File: config.mk
export PLATFORM = sky130hd
export DESIGN_NAME = dos_wildcard_name_matcher
export DESIGN_NICKNAME = d
export VERILOG_FILES = /design/src/hw/rtl/dwm_pkg.sv /design/src/hw/rtl/dwm_cell.sv /design/src/hw/rtl/dos_wildcard_name_matcher.sv
export SDC_FILE = /design/constraint.sdc
export NUM_CORES = 1
export LEC_CHECK = 0
export BUFFER_PORTS_ARGS = -buffer_cell sky130_fd_sc_hd__buf_2
export CAP_MARGIN = 15
export CORE_MARGIN = 8
export CORE_UTILIZATION = 45
export CTS_CLUSTER_SIZE = 30
export DETAILED_ROUTE_END_ITERATION = 7
export PLACE_DENSITY_LB_ADDON = 0.12
export SYNTH_ARGS = -nofsm -noshare
export SYNTH_HDL_FRONTEND = slang
export SYNTH_SLANG_ARGS = --single-unit
export TNS_END_PERCENT = 10
File: constraint.sdc
create_clock -name clk -period 6.89 [get_ports clk]
set_clock_uncertainty 0.2 [all_clocks]
set_input_delay 0.689 -clock clk [delete_from_list [all_inputs] [get_ports clk]]
set_output_delay 0.689 -clock clk [all_outputs]
set_load 0.05 [all_outputs]
File: src/hw/rtl/dwm_pkg.sv
// Shared types, constants and helpers for the DOS wildcard name matcher.
// No dependencies.
`timescale 1ns / 1ps

package dwm_pkg;

	localparam int PATTERN_MAX = 32;
	localparam int CNT_W       = $clog2(PATTERN_MAX + 1);

	localparam logic [7:0] CH_STAR     = 8'h2A;
	localparam logic [7:0] CH_QUESTION = 8'h3F;
	localparam logic [7:0] CH_DOT      = 8'h2E;

	typedef enum logic [1:0] {
		OP_CLEAR  = 2'd0,
		OP_APPEND = 2'd1,
		OP_NAME   = 2'd2,
		OP_END    = 2'd3
	} op_t;

	typedef struct packed {
		logic       restart;
		logic       step;
		logic       clear;
		logic [7:0] name_byte;
	} cell_ctl_t;

	typedef struct packed {
		logic carry;
		logic adv;
	} link_t;

	function automatic logic [7:0] fold(input logic [7:0] c);
		fold = (c >= 8'h41 && c <= 8'h5A) ? c + 8'h20 : c;
	endfunction

endpackage

File: src/hw/rtl/dwm_cell.sv
// One pattern position: stored byte, valid bit and live state bit.
// Depends on dwm_pkg.
`timescale 1ns / 1ps

module dwm_cell (
	input  logic              clk,
	input  logic              arst_n,
	input  dwm_pkg::cell_ctl_t ctl,
	input  logic              load,
	input  logic [7:0]        load_byte,
	input  dwm_pkg::link_t    link_in,
	output dwm_pkg::link_t    link_out,
	output logic              closed,
	output logic [7:0]        pat_byte
);
	import dwm_pkg::*;

	logic       valid_q;
	logic [7:0] byte_q;
	logic       raw_q;
	logic       star;
	logic       hit;

	assign star     = valid_q && (byte_q == CH_STAR);
	assign hit      = valid_q && !star &&
	                  ((byte_q == CH_QUESTION) || (fold(byte_q) == fold(ctl.name_byte)));
	assign closed   = raw_q | link_in.carry;
	assign link_out = '{carry: closed & star, adv: closed & hit};
	assign pat_byte = byte_q;

	always_ff @(posedge clk or negedge arst_n) begin
		if (!arst_n) begin
			valid_q <= 1'b0;
			raw_q   <= 1'b0;
		end else begin
			if (ctl.clear) begin
				valid_q <= 1'b0;
			end else if (load) begin
				valid_q <= 1'b1;
			end
			if (ctl.restart) begin
				raw_q <= 1'b0;
			end else if (ctl.step) begin
				raw_q <= link_in.adv | (closed & star);
			end
		end
	end

	always_ff @(posedge clk) begin
		if (load) begin
			byte_q <= load_byte;
		end
	end

endmodule

File: src/hw/rtl/dos_wildcard_name_matcher.sv
// Top level of the DOS wildcard name matcher: op decode, name state, cell row, result register.
// Depends on dwm_pkg and dwm_cell.
//
//   beat    | handshake          | payload
//   input   | in_valid/in_ready  | op, data_byte
//   output  | out_valid/out_ready| matched, pattern_overflow
//
// One input beat per cycle while in_ready is high; an end-of-name beat shows its result the next cycle.
// Each name byte updates every cell of the row together, star closure rippling cell to cell.
// in_ready drops only while a result is held and out_ready is low.
// Reset leaves an empty pattern and a fresh name; no clearing pass.
`timescale 1ns / 1ps

module dos_wildcard_name_matcher (
	input  logic       clk,
	input  logic       arst_n,
	input  logic       in_valid,
	output logic       in_ready,
	input  logic [1:0] op,
	input  logic [7:0] data_byte,
	output logic       out_valid,
	input  logic       out_ready,
	output logic       matched,
	output logic       pattern_overflow
);
	import dwm_pkg::*;

	logic                  accept;
	logic                  do_clear, do_append, do_name, do_end;
	logic                  room;
	cell_ctl_t             ctl;
	link_t                 links [PATTERN_MAX+1];
	logic [PATTERN_MAX:0]  closed;
	logic [7:0]            pat_bytes [PATTERN_MAX];

	logic [CNT_W-1:0]      count_q;
	logic [7:0]            last_q;
	logic                  overflow_q;
	logic                  head_q;
	logic                  tail_q;
	logic                  has_dot_q;
	logic [1:0]            short_len_q;
	logic                  all_dots_q;

	logic                  out_valid_q;
	logic                  matched_q;
	logic                  overflow_out_q;

	logic                  star_dot_star;
	logic                  last_dot;
	logic                  dot_name;
	logic [CNT_W-1:0]      acc_idx;
	logic                  decision;

	assign in_ready = !out_valid_q || out_ready;
	assign accept   = in_valid && in_ready;
	assign room     = count_q < CNT_W'(PATTERN_MAX);

	always_comb begin
		do_clear  = 1'b0;
		do_append = 1'b0;
		do_name   = 1'b0;
		do_end    = 1'b0;
		unique case (op_t'(op))
			OP_CLEAR:  do_clear  = accept;
			OP_APPEND: do_append = accept;
			OP_NAME:   do_name   = accept;
			OP_END:    do_end    = accept;
			default:   do_end    = 1'b0;
		endcase
	end

	assign ctl = '{restart: do_clear | do_append | do_end,
	               step: do_name,
	               clear: do_clear,
	               name_byte: data_byte};

	assign links[0] = '{carry: head_q, adv: 1'b0};

	for (genvar i = 0; i < PATTERN_MAX; i++) begin : g_cell
		dwm_cell u_cell (
			.clk       (clk),
			.arst_n    (arst_n),
			.ctl       (ctl),
			.load      (do_append && (count_q == CNT_W'(i))),
			.load_byte (data_byte),
			.link_in   (links[i]),
			.link_out  (links[i+1]),
			.closed    (closed[i]),
			.pat_byte  (pat_bytes[i])
		);
	end

	assign closed[PATTERN_MAX] = tail_q | links[PATTERN_MAX].carry;

	assign star_dot_star = (count_q == CNT_W'(3)) && (pat_bytes[0] == CH_STAR) &&
	                       (pat_bytes[1] == CH_DOT) && (pat_bytes[2] == CH_STAR);
	assign last_dot  = last_q == CH_DOT;
	assign dot_name  = all_dots_q && ((short_len_q == 2'd1) || (short_len_q == 2'd2));
	assign acc_idx   = count_q - CNT_W'(last_dot);

	always_comb begin
		if (overflow_q) begin
			decision = 1'b0;
		end else if (count_q == '0 || star_dot_star) begin
			decision = 1'b1;
		end else if (last_dot && !dot_name && has_dot_q) begin
			decision = 1'b0;
		end else begin
			decision = closed[acc_idx];
		end
	end

	always_ff @(posedge clk or negedge arst_n) begin
		if (!arst_n) begin
			count_q     <= '0;
			overflow_q  <= 1'b0;
			head_q      <= 1'b1;
			tail_q      <= 1'b0;
			has_dot_q   <= 1'b0;
			short_len_q <= 2'd0;
			all_dots_q  <= 1'b1;
		end else begin
			if (do_clear) begin
				count_q    <= '0;
				overflow_q <= 1'b0;
			end else if (do_append) begin
				if (room) begin
					count_q <= count_q + CNT_W'(1);
				end else begin
					overflow_q <= 1'b1;
				end
			end
			if (ctl.restart) begin
				head_q      <= 1'b1;
				tail_q      <= 1'b0;
				has_dot_q   <= 1'b0;
				short_len_q <= 2'd0;
				all_dots_q  <= 1'b1;
			end else if (do_name) begin
				head_q <= 1'b0;
				tail_q <= links[PATTERN_MAX].adv;
				if (data_byte == CH_DOT) begin
					has_dot_q <= 1'b1;
				end else begin
					all_dots_q <= 1'b0;
				end
				if (short_len_q != 2'd3) begin
					short_len_q <= short_len_q + 2'd1;
				end
			end
		end
	end

	always_ff @(posedge clk) begin
		if (do_append && room) begin
			last_q <= data_byte;
		end
	end

	always_ff @(posedge clk or negedge arst_n) begin
		if (!arst_n) begin
			out_valid_q <= 1'b0;
		end else if (do_end) begin
			out_valid_q <= 1'b1;
		end else if (out_ready) begin
			out_valid_q <= 1'b0;
		end
	end

	always_ff @(posedge clk) begin
		if (do_end) begin
			matched_q      <= decision;
			overflow_out_q <= overflow_q;
		end
	end

	assign out_valid        = out_valid_q;
	assign matched          = matched_q;
	assign pattern_overflow = overflow_out_q;

endmodule

* Word-level counts from Yosys, hierarchy flattened
Cells that the tools add are included.
** Operators by class
- Magnitude comparators :: 68
- Bitwise gates (word level) :: 130
- Add/subtract/negate cells :: 36
- Reductions and logical operators :: 283
- Multiplexer cells :: 190
- Equal/unequal tests :: 138
** Operators with widths (count)
- == test 8 x 6 -> 1 bit, second input constant :: 67
- adder 8 x 6 -> 8 bit, second input constant :: 33
- greater-or-equal comparator 8 x 7 -> 1 bit, second input constant :: 33
- less-or-equal comparator 8 x 7 -> 1 bit, second input constant :: 33
- 2-to-1 mux 8 bit :: 33
- == test 8 bit :: 32
- logical AND 1 bit :: 169
- 2-to-1 mux 1 bit :: 150
- == test 6 x 5 -> 1 bit, second input constant :: 16
- nonzero test 2 bit :: 38
- OR 1 bit :: 66
- bitwise AND 1 bit :: 64
- == test 6 x 4 -> 1 bit, second input constant :: 8
- logical OR 1 bit :: 35
- zero test 1 bit :: 34
- == test 6 x 3 -> 1 bit, second input constant :: 4
- 2-to-1 mux 6 bit :: 3
- == test 6 x 2 -> 1 bit, second input constant :: 2
- AND reduction 2 bit :: 5
- < comparator 6 x 7 -> 1 bit, second input constant :: 1
- adder 6 x 1 -> 6 bit, second input constant :: 1
- binary-select mux 1 bit (select 6 bit) :: 1
- == test 2 bit, second input constant :: 3
- == test 6 x 1 -> 1 bit, second input constant :: 1
- other kinds (8) :: 13
** Word-level totals
- Input port bits :: 14
- Flip-flop bits (word level) :: 344
- Word-level logic and storage cells :: 952
- Output and inout port bits :: 4

* Logic depth before layout (Yosys ltp)
Gate-level depths: netlist of run 1.
- Depth in word-level cells :: 70
- Depth in mapped cells :: 13
- Depth with buffers taken out :: 12

* Modules after synthesis
A second synthesis of run 1 with hierarchy kept.
** Second synthesis, totals
- Cell total of the unflattened synthesis :: 2186
- Area, all modules :: 21947.3 um2
** Modules (own cells, without submodules)
- dwm_cell (g_cell[0].u_cell ...) :: seq. area each 290.3 um2, instances 31, area each 624.3 um2, cells an instance 61
- dos_wildcard_name_matcher :: seq. area each 653.1 um2, instances 1, area each 1943.1 um2, cells an instance 235
- dwm_cell (g_cell[9].u_cell) :: seq. area each 290.3 um2, instances 1, area each 649.4 um2, cells an instance 60

* Worst setup path before layout of run 1
No wires, ideal clock.
- Path kind :: input -> register
- Start :: input out_ready
- End :: register g_cell[17].u_cell.byte_q[0], enable pin
- Stages :: 8
- Slack :: 3.226 ns
- Arrival :: 3.128 ns
- Buffers on the path :: 0
- Data required time :: 6.354 ns
- Library setup time :: 0.336 ns
- Cell sequence :: nand2b_1 -> nand2_1 -> nor2_1 -> nand2_1 -> nor2_1 -> nand2_1 -> nor3_1 -> and2_1
** On the way
- Longest elaborated chain between the ends :: 4
** RTL lines
- start, declared :: RTL line dos_wildcard_name_matcher.sv:22 : input logic out_ready,
- logical OR 1 bit :: RTL line dos_wildcard_name_matcher.sv:55 : assign in_ready = !out_valid_q || out_ready;
- logical AND 1 bit :: RTL line dos_wildcard_name_matcher.sv:56 : assign accept = in_valid && in_ready;
- 2-to-1 mux 1 bit :: RTL line dos_wildcard_name_matcher.sv:64 : unique case (op_t'(op))
- logical AND 1 bit :: RTL line dos_wildcard_name_matcher.sv:85 : .load (do_append && (count_q == CNT_W'(i))),
- named net g_cell[17].u_cell.load :: RTL line dwm_cell.sv:9 : input logic load,
- end signal, assigned :: RTL line dwm_cell.sv:51 : byte_q <= load_byte;
- end, declared :: RTL line dwm_cell.sv:19 : logic [7:0] byte_q;
The timed path passes the listed nets, and every way through them passes these cells.
A chain may end at the register's enable or synchronous reset.

* Worst setup path after layout of run 1
- Start :: register g_cell[4].u_cell.byte_q[0]
- End :: register matched_q, in the netlist matched (data pin)
** On the way
- Longest elaborated chain between the ends :: 62
** RTL lines
- start, declared :: RTL line dwm_cell.sv:19
- start signal, assigned :: RTL line dwm_cell.sv:51
- == test 8 x 6 -> 1 bit * :: RTL line dwm_cell.sv:24 : assign star = valid_q && (byte_q == CH_STAR);
- logical AND 1 bit * :: RTL line dwm_cell.sv:24
- bitwise AND 1 bit * :: RTL line dwm_cell.sv:28 : assign link_out = '{carry: closed & star, adv: closed & hit};
- OR 1 bit * :: RTL line dwm_cell.sv:27 : assign closed = raw_q | link_in.carry;
- bitwise AND 1 bit :: RTL line dwm_cell.sv:28
- OR 1 bit :: RTL line dwm_cell.sv:27
- bitwise AND 1 bit :: RTL line dwm_cell.sv:28
- OR 1 bit :: RTL line dwm_cell.sv:27
- [46 not listed]
- bitwise AND 1 bit :: RTL line dwm_cell.sv:28
- OR 1 bit :: RTL line dwm_cell.sv:27
- bitwise AND 1 bit :: RTL line dwm_cell.sv:28
- OR 1 bit :: RTL line dos_wildcard_name_matcher.sv:94 : assign closed[PATTERN_MAX] = tail_q | links[PATTERN_MAX].carry;
- binary-select mux 1 bit (select 6 bit) * :: RTL line dos_wildcard_name_matcher.sv:110 : decision = closed[acc_idx];
- 2-to-1 mux 1 bit (not written as such) * :: RTL line dos_wildcard_name_matcher.sv:110
- 2-to-1 mux 1 bit * :: RTL line dos_wildcard_name_matcher.sv:107 : end else if (last_dot && !dot_name && has_dot_q) begin
- 2-to-1 mux 1 bit * :: RTL line dos_wildcard_name_matcher.sv:105 : end else if (count_q == '0 || star_dot_star) begin
- end signal, assigned :: RTL line dos_wildcard_name_matcher.sv:173 : matched_q <= decision;
- end, declared :: RTL line dos_wildcard_name_matcher.sv:46 : logic matched_q;
Every way passes the cells marked *; elsewhere a longest branch is shown, timed or not. The select of a mux whose other input is x is not followed.

==> flow_summary_export.csv, run 1 <==
group,metric,value,unit
outcome,outcome,"completed",
placed_design,hpwl,35.0,mm
flow_run,max_cap_violations,0,
critical_path,critPathCaptureType,"flop",
critical_path,crit_required,7.05,ns
route,wire_per_inst,21.4,um
final_layout,instances_no_fill,2536,
route,first_iter_violations,1217,
synth,synthCells,1893,
worst_hold_path,worstHoldPathCells,1,
floorplan,rows,76,
synth,synth-seq-area-share,50.6,%
clock_tree,cts_sinks,344,
grt,antenna_found_initial,0,
synth,synthDistinctLibCells,92,
route,vias,15077,
pwr,leakage,7.59,nW
final_layout,fin_nets,1972,
floorplan,fp.dieH,225,um
clock_tree,clk_latency,0.57,ns
clock_tree,htreeDepth,2,
synth,synthSimpleGateAreaFrac,19.6,%
pwr,p_int,0.00376,W
pwr,comb_power_share,10.2,%
sta,max_freq,231,MHz
clock_tree,cts_setup_buffers,0,
pwr,p_clk_share,43.9,%
clock_tree,ctsResizeCount,0,
final_layout,final_common_cell,"edfxtp_1",
grt,grt_pass1_vias,14496,
grt,grt_use_total,21.3,%
sta,finalSetupViolations,0,
synth,netlist_area,19700,um2
pwr,p_total,0.00503,W
sta,slew_headroom,22.2,%
synth,synth_area_leaders,"edfxtp_1 41%, dfrtp_1 9.7%, xor2_1 5.9%",
sta,tightest_slew,1.16,ns
route,routed_wirelength,54.2,mm
worst_hold_path,hold_end,"g_cell[4].u_cell.raw_q",
critical_path,timing.rr.end,"matched",
clock_tree,clockBufferDepth,3,
critical_path,r2r-start,"g_cell[4].u_cell.pat_byte[0]",
grt,grt-ovfl-total,0,
synth,synthXorXnorAreaFrac,11.6,%
synth,synth_mux_area_share,0.216,%
critical_path,worstSetupStartpointType,"flop",
critical_path,path_class,"flop to flop",
route,drc,0,
placed_design,dp.cells,2459,
critical_path,reg2reg_slack,2.57,ns
sta,slew_viol_final,0,
floorplan,dieWidth,225,um
floorplan,core_area,43100,um2
sta,final_hold_viol_count,0,
clock_tree,cts.clk_slew.worst_paths,0.06,ns
final_layout,drive_above_1_share,7.02,%
route,first_pass_iters,6,
clock_tree,numCtsBuffers,41,
sta,setup-tns-final,0,ns
placed_design,gp_congestion,0.861,
synth,synth-seq-cells,344,
critical_path,reg2reg_depth,11,
synth,synthFlopType,"edfxtp_1",
synth,syn-num-nets,1947,
sta,grt_setup_unrepaired,"false",
synth,synth.top_cell.area_share,40.6,%
worst_hold_path,hp-class,"flop to flop",
synth,yosys_warnings,0,
synth,synthAdderAreaFrac,2.55,%
route,vias_per_cell,5.95,
route,drtAntennaViolNets,0,
floorplan,pin_count,18,
sta,hold_slack,0.286,ns
final_layout,areaGrowthSynthToFinish,10.8,%
sta,period_minus_slack,4.32,ns
pwr,vdd_drop_max,0.196,mV
pwr,seq_power_share,45.9,%
critical_path,arrival,4.48,ns
final_layout,final_cell_mix,"266 x edfxtp_1, 219 x nor2_1, 151 x nand2_1",
synth,synth_top_family_by_area,"simple AND/OR/NAND/NOR gates",
floorplan,dieArea,50600,um2
sta,post-route-period-util,62.7,%
synth,avgSynthCellArea,10.4,um2
final_layout,diodes,0,
synth,synthArstFlopShare,22.7,%
clock_tree,cts-root-buf,"clkbuf_16",
final_layout,final_util,50.6,%
grt,grt_max_degree,54,
floorplan,start_util,45.6,%
synth,synth_edf_count,266,
grt,grt_pass1_wl,83.9,mm
pwr,cellPowerDensity,231,nW/um2
synth,synth_top_cell_by_area,"edfxtp_1",
worst_hold_path,min_from,"g_cell[4].u_cell.raw_q",
clock_tree,cts_tree,"done",
clock_tree,cts_hold_buf,1,
critical_path,cp_max_fo,9,
pwr,switching_share,25.2,%
pwr,switchingPower,0.00127,W
placed_design,port-buffer-count,17,
synth,synth_compound_area_share,13.3,%
## per-stage QoR
step	instance area [um2]	setup slack [ns]
after detailed placement	20400	2.39
after global placement	20400	2.39
final	21800	2.57
after global routing	21800	2.50
after CTS	21800	2.75
after floorplan	19700	3.23
## routing by layer
layer  vias up  track usage [%]  wire length [um]
met2       452             32.8             24000
met1      7437             30.3             25200
met5         -                0                 0
met4         0             7.39              1440
li1       7089                -                 -
met3        99             3.16              3430
## cell usage after synthesis (all sizes together), types with 8 or more instances
cell and instances:
o21ai 97, and2 35, a21oi 84, nand2b 11, xnor2 127, nand3 66
nor2 219, ha 40, a211oi 13, edfxtp 266, o32ai 11, nand4 48
a22o 10, o22ai 10, xor2 133, nor4 22, and3 27, o211ai 9
inv 53, or4 8, o31ai 26, buf 26, a41oi 12, nor3b 11
and4bb 9, a21o 16, dfrtp 76, or3 18, a31oi 27, nand2 152
nor3 79, nor4b 28, clkbuf 27
## power groups by stage
stage          Sequential, W  Clock (W)  Combinational (W)
2_1_floorplan        0.00234          0           0.000299
3_3_place_gp         0.00235          0           0.000509
3_5_place_dp         0.00235          0           0.000512
4_1_cts              0.00231    0.00226           0.000515
5_1_grt              0.00231    0.00233           0.000555
6_report             0.00231    0.00221           0.000513
## registers in the layout (all words and copies together), names as in the netlist
register                cells
all_dots_q                  1
g_cell.u_cell.valid_q      32
g_cell.u_cell.pat_byte    256
matched                     1
short_len_q                 2
g_cell.u_cell.raw_q        32
head_q                      1
overflow_q                  1
last_q                      8
count_q                     6
pattern_overflow            1
tail_q                      1
out_valid                   1
has_dot_q                   1
## critical path: stages, from the launching register on
cell and delay, ns:
edfxtp_1 0.46, nor4b_1 0.97, and3_1 0.36, nand3b_1 0.09, a21oi_1 0.43, o211ai_4 0.18
nand2_4 0.17, a31oi_1 0.27, a211o_1 0.35, o31ai_1 0.27, a211oi_1 0.07, o21ai_1 0.27
## logic make-up (layout without fill, tap and decap cells)
kind of cell | count (synthesis) | count (layout)
buf+inv | 106 | 164
simple gates | 753 | 753
fa+ha+maj | 40 | 40
mux | 4 | 4
compound gates | 386 | 386
flops | 344 | 344
xor+xnor | 260 | 260
## worst max path at each step
stage	depth (start not counted)	slack, ns	end	from
finish	11	2.57	matched	g_cell[4].u_cell.pat_byte[0]
global placement	11	2.39	g_cell[25].u_cell.raw_q	data_byte[5]
floorplan	8	3.23	g_cell[17].u_cell.pat_byte[0]	out_ready
detailed placement	11	2.39	g_cell[25].u_cell.raw_q	data_byte[5]
global route	11	2.50	matched	g_cell[4].u_cell.pat_byte[0]
CTS	11	2.75	matched	g_cell[4].u_cell.pat_byte[0]
## final cells by class
class	count	area [um2]
fill	3840	21300
sequential	344	9940
clock inverter	24	255
tap	585	732
timing repair buffer	35	238
multi-input combinational	1443	9300
clock buffer	52	1120
inverter	53	199
Note: power is estimated with default switching activity, not from simulation.
==> inputs of run 2 (changes only) <==
- ABC_AREA: not set -> 1
- clock period: 6.89 -> 4.52 ns (I/O delays scaled with it)
==> run 2 against run 1 <==
Net effect:
- the flow now finishes with violations (negative setup slack)
- critical path type unchanged
- non-clock buffer count rose by 227
- sequential cell count did not move
- global-route usage rose by 1.2 points
- clock power rose by 35%
- count of clock-buffer cells in the layout rose by 2
- first-iteration DRC count rose by 2.0%
- synthesized cell count rose by 12%
- power rose by 42%
- sequential power rose by 51%
- register-to-register slack got worse by 3.5 ns
- critical endpoint unchanged
==> flow_summary_export.csv, run 2 <==
group,metric,value,unit
outcome,outcome,"finished with violations",
outcome,violations,"negative setup slack",
worst_hold_path,hp-class,"primary input to flop",
grt,grt_use_total,22.4,%
clock_tree,cts_sinks,344,
final_layout,drive_above_1_share,17.7,%
worst_hold_path,worstHoldPathCells,4,
pwr,switchingPower,0.00175,W
clock_tree,cts.clk_slew.worst_paths,0.06,ns
sta,finalSetupViolations,9,
synth,yosys_warnings,0,
route,vias,16496,
pwr,cellPowerDensity,304,nW/um2
sta,max_freq,183,MHz
final_layout,final_cell_mix,"288 x inv_1, 273 x nor2_1, 266 x edfxtp_1",
sta,slew_viol_final,0,
critical_path,crit_slowest_cell,"edfxtp_1",
sta,post-route-period-util,121,%
pwr,leakage,9.78,nW
final_layout,fin_nets,2435,
synth,synthArstFlopShare,22.7,%
final_layout,finalInstanceArea,23500,um2
floorplan,pin_count,18,
synth,avgSynthCellArea,9.25,um2
placed_design,hpwl,39.6,mm
pwr,vdd_drop_max,0.270,mV
clock_tree,clockBufferDepth,3,
sta,grt_setup_unrepaired,"true",
critical_path,crit_required,4.74,ns
critical_path,critical-path-max-stage-delay,0.42,ns
synth,synth_common_cells,"288 x inv_1, 277 x nor2_1, 266 x edfxtp_1",
final_layout,final_common_cell,"inv_1",
pwr,seq_power_share,48.9,%
final_layout,largest_reg_flops,256,
critical_path,critPathCaptureType,"flop",
critical_path,cp_common_cell,"nand2_4",
clock_tree,cts-root-buf,"clkbuf_16",
critical_path,path_class,"flop to flop",
synth,synth_edf_count,266,
grt,grt-ovfl-total,0,
placed_design,dp_worst_setup_slack,-0.914,ns
synth,synth-seq-area-share,50.5,%
clock_tree,htreeDepth,2,
route,first_pass_iters,8,
synth,synth_area_leaders,"edfxtp_1 41%, dfrtp_1 9.7%, inv_1 5.5%",
pwr,p_total,0.00713,W
route,first_iter_violations,1241,
floorplan,fp.dieH,225,um
synth,synth_top_cell_by_area,"edfxtp_1",
critical_path,startpoint,"g_cell[0].u_cell.pat_byte[0]",
pwr,switching_share,24.6,%
synth,synthDistinctLibCells,60,
route,wire_per_inst,18.9,um
synth,synth.most_common_cell,"inv_1",
flow_run,max_cap_violations,0,
sta,tightest_slew,0.950,ns
pwr,comb_power_share,9.2,%
pwr,p_clk_share,41.9,%
synth,synthCells,2129,
route,drc,0,
synth,synth-seq-cells,344,
placed_design,port-buffer-count,17,
final_layout,areaGrowthSynthToFinish,19.2,%
route,routed_wirelength,56.8,mm
sta,period_minus_slack,5.48,ns
grt,grt_pass1_vias,15963,
placed_design,gp_congestion,0.938,
critical_path,r2r-start,"g_cell[0].u_cell.pat_byte[0]",
floorplan,rows,76,
final_layout,instances_no_fill,2997,
grt,grt_pass1_wl,88.1,mm
synth,synth.top_cell.area_share,40.6,%
clock_tree,numCtsBuffers,40,
synth,netlist_area,19700,um2
sta,finalWorstSetupSlack,-0.957,ns
floorplan,dieArea,50700,um2
sta,final_hold_viol_count,0,
clock_tree,cts_tree,"done",
critical_path,arrival,5.70,ns
synth,synthFlopType,"edfxtp_1",
critical_path,reg2reg_depth,73,
sta,slew_headroom,36.3,%
floorplan,core_area,43200,um2
floorplan,dieWidth,225,um
final_layout,diodes,0,
placed_design,dp.cells,2919,
grt,antenna_found_initial,0,
clock_tree,clk_latency,0.56,ns
worst_hold_path,min_from,"op[1]",
route,drtAntennaViolNets,0,
critical_path,worstSetupStartpointType,"flop",
pwr,p_int,0.00538,W
placed_design,post_dp_cell_area,22200,um2
synth,syn-num-nets,2183,
critical_path,cp_max_fo,3,
route,vias_per_cell,5.50,
grt,grt_max_degree,57,
floorplan,start_util,45.6,%
-- run 2: cell types whose count changed in the layout (fill, tap and decap cells not counted), moves of 53 or more --
cell	before	now
buf_4	23	241
inv_1	52	288
nand2_1	151	230
nand2_4	1	58
nand3_1	66	124
nor2_1	219	273
o21ai_0	92	149
xnor2_1	127	74
xor2_1	133	35
-- run 2: timing repair --
item | CTS | global route
setup buffers | 2 | 0
pin swaps | 0 | 4
setup endpoints to repair | 9 | 11
endpoints found under the hold margin | 38 | 0
gates resized for setup | 3 | 6
gates cloned | 0 | 0
hold buffers | 3 | 0
-- run 2: worst paths after layout --
kind	endpoint	slack, ns
min reg2reg	all_dots_q	0.28
max in group asynchronous	count_q[5]	2.89
min	count_q[5]	0.07
max reg2reg	matched	-0.96
max	matched	-0.96
min in group asynchronous	g_cell[17].u_cell.raw_q	0.26
-- run 2: final cells by class --
type                       instances  area [um2]
multi-input combinational       1424        8440
timing repair buffer             262        1990
sequential                       344        9940
clock buffer                      54        1070
clock inverter                    19         123
tap                              585         732
inverter                         309        1170
fill                            3909       19700
-- run 2: worst max-delay path: cells and delay by family, from the launching register on --
family                 cells  cell delay [ns]
flip-flops                 1             0.42
AO/OA/AOI/OAI              1             0.13
AND/OR/NAND/NOR           71             4.43
buffers and inverters      1             0.09
-- run 2: cell families after synthesis --
kind of cell / count (synthesis) / share of synthesized area (%)
fa+ha+maj: 40 / 2.54
buf+inv: 361 / 6.92
xor+xnor: 109 / 4.85
flops: 344 / 50.5
simple gates: 885 / 22.7
compound gates: 390 / 12.5
-- run 2: through the flow --
| step | hold WS, ns | setup TNS, ns | utilization, % |
|---|---|---|---|
| after floorplan | -0.0436 | -1.42 | - |
| after global placement | 0.265 | -3.33 | 51.4 |
| after detailed placement | 0.269 | -4.00 | 51.4 |
| after CTS | 0.0322 | -4.27 | 54.3 |
| after global routing | 0.0489 | -7.67 | 54.4 |
| final | 0.0651 | -4.33 | 54.4 |
-- run 2: metal layers --
| metal | up-vias | wire [um] | track usage (%) |
|---|---|---|---|
| met3 | 109 | 3310 | 3.31 |
| li1 | 7980 | - | - |
| met5 | - | 0 | 0 |
| met4 | 0 | 1980 | 7.86 |
| met2 | 517 | 26300 | 37.4 |
| met1 | 7890 | 25100 | 29.6 |
-- run 2: power groups by stage --
stage | sequential [W] | clock (W) | combinational [W]
CTS | 0.00348 | 0.00305 | 0.000655
detailed placement | 0.00355 | 0 | 0.000647
global placement | 0.00354 | 0 | 0.000642
floorplan | 0.00355 | 0 | 0.000351
finish | 0.00348 | 0.00299 | 0.000657
global route | 0.00349 | 0.00316 | 0.000716
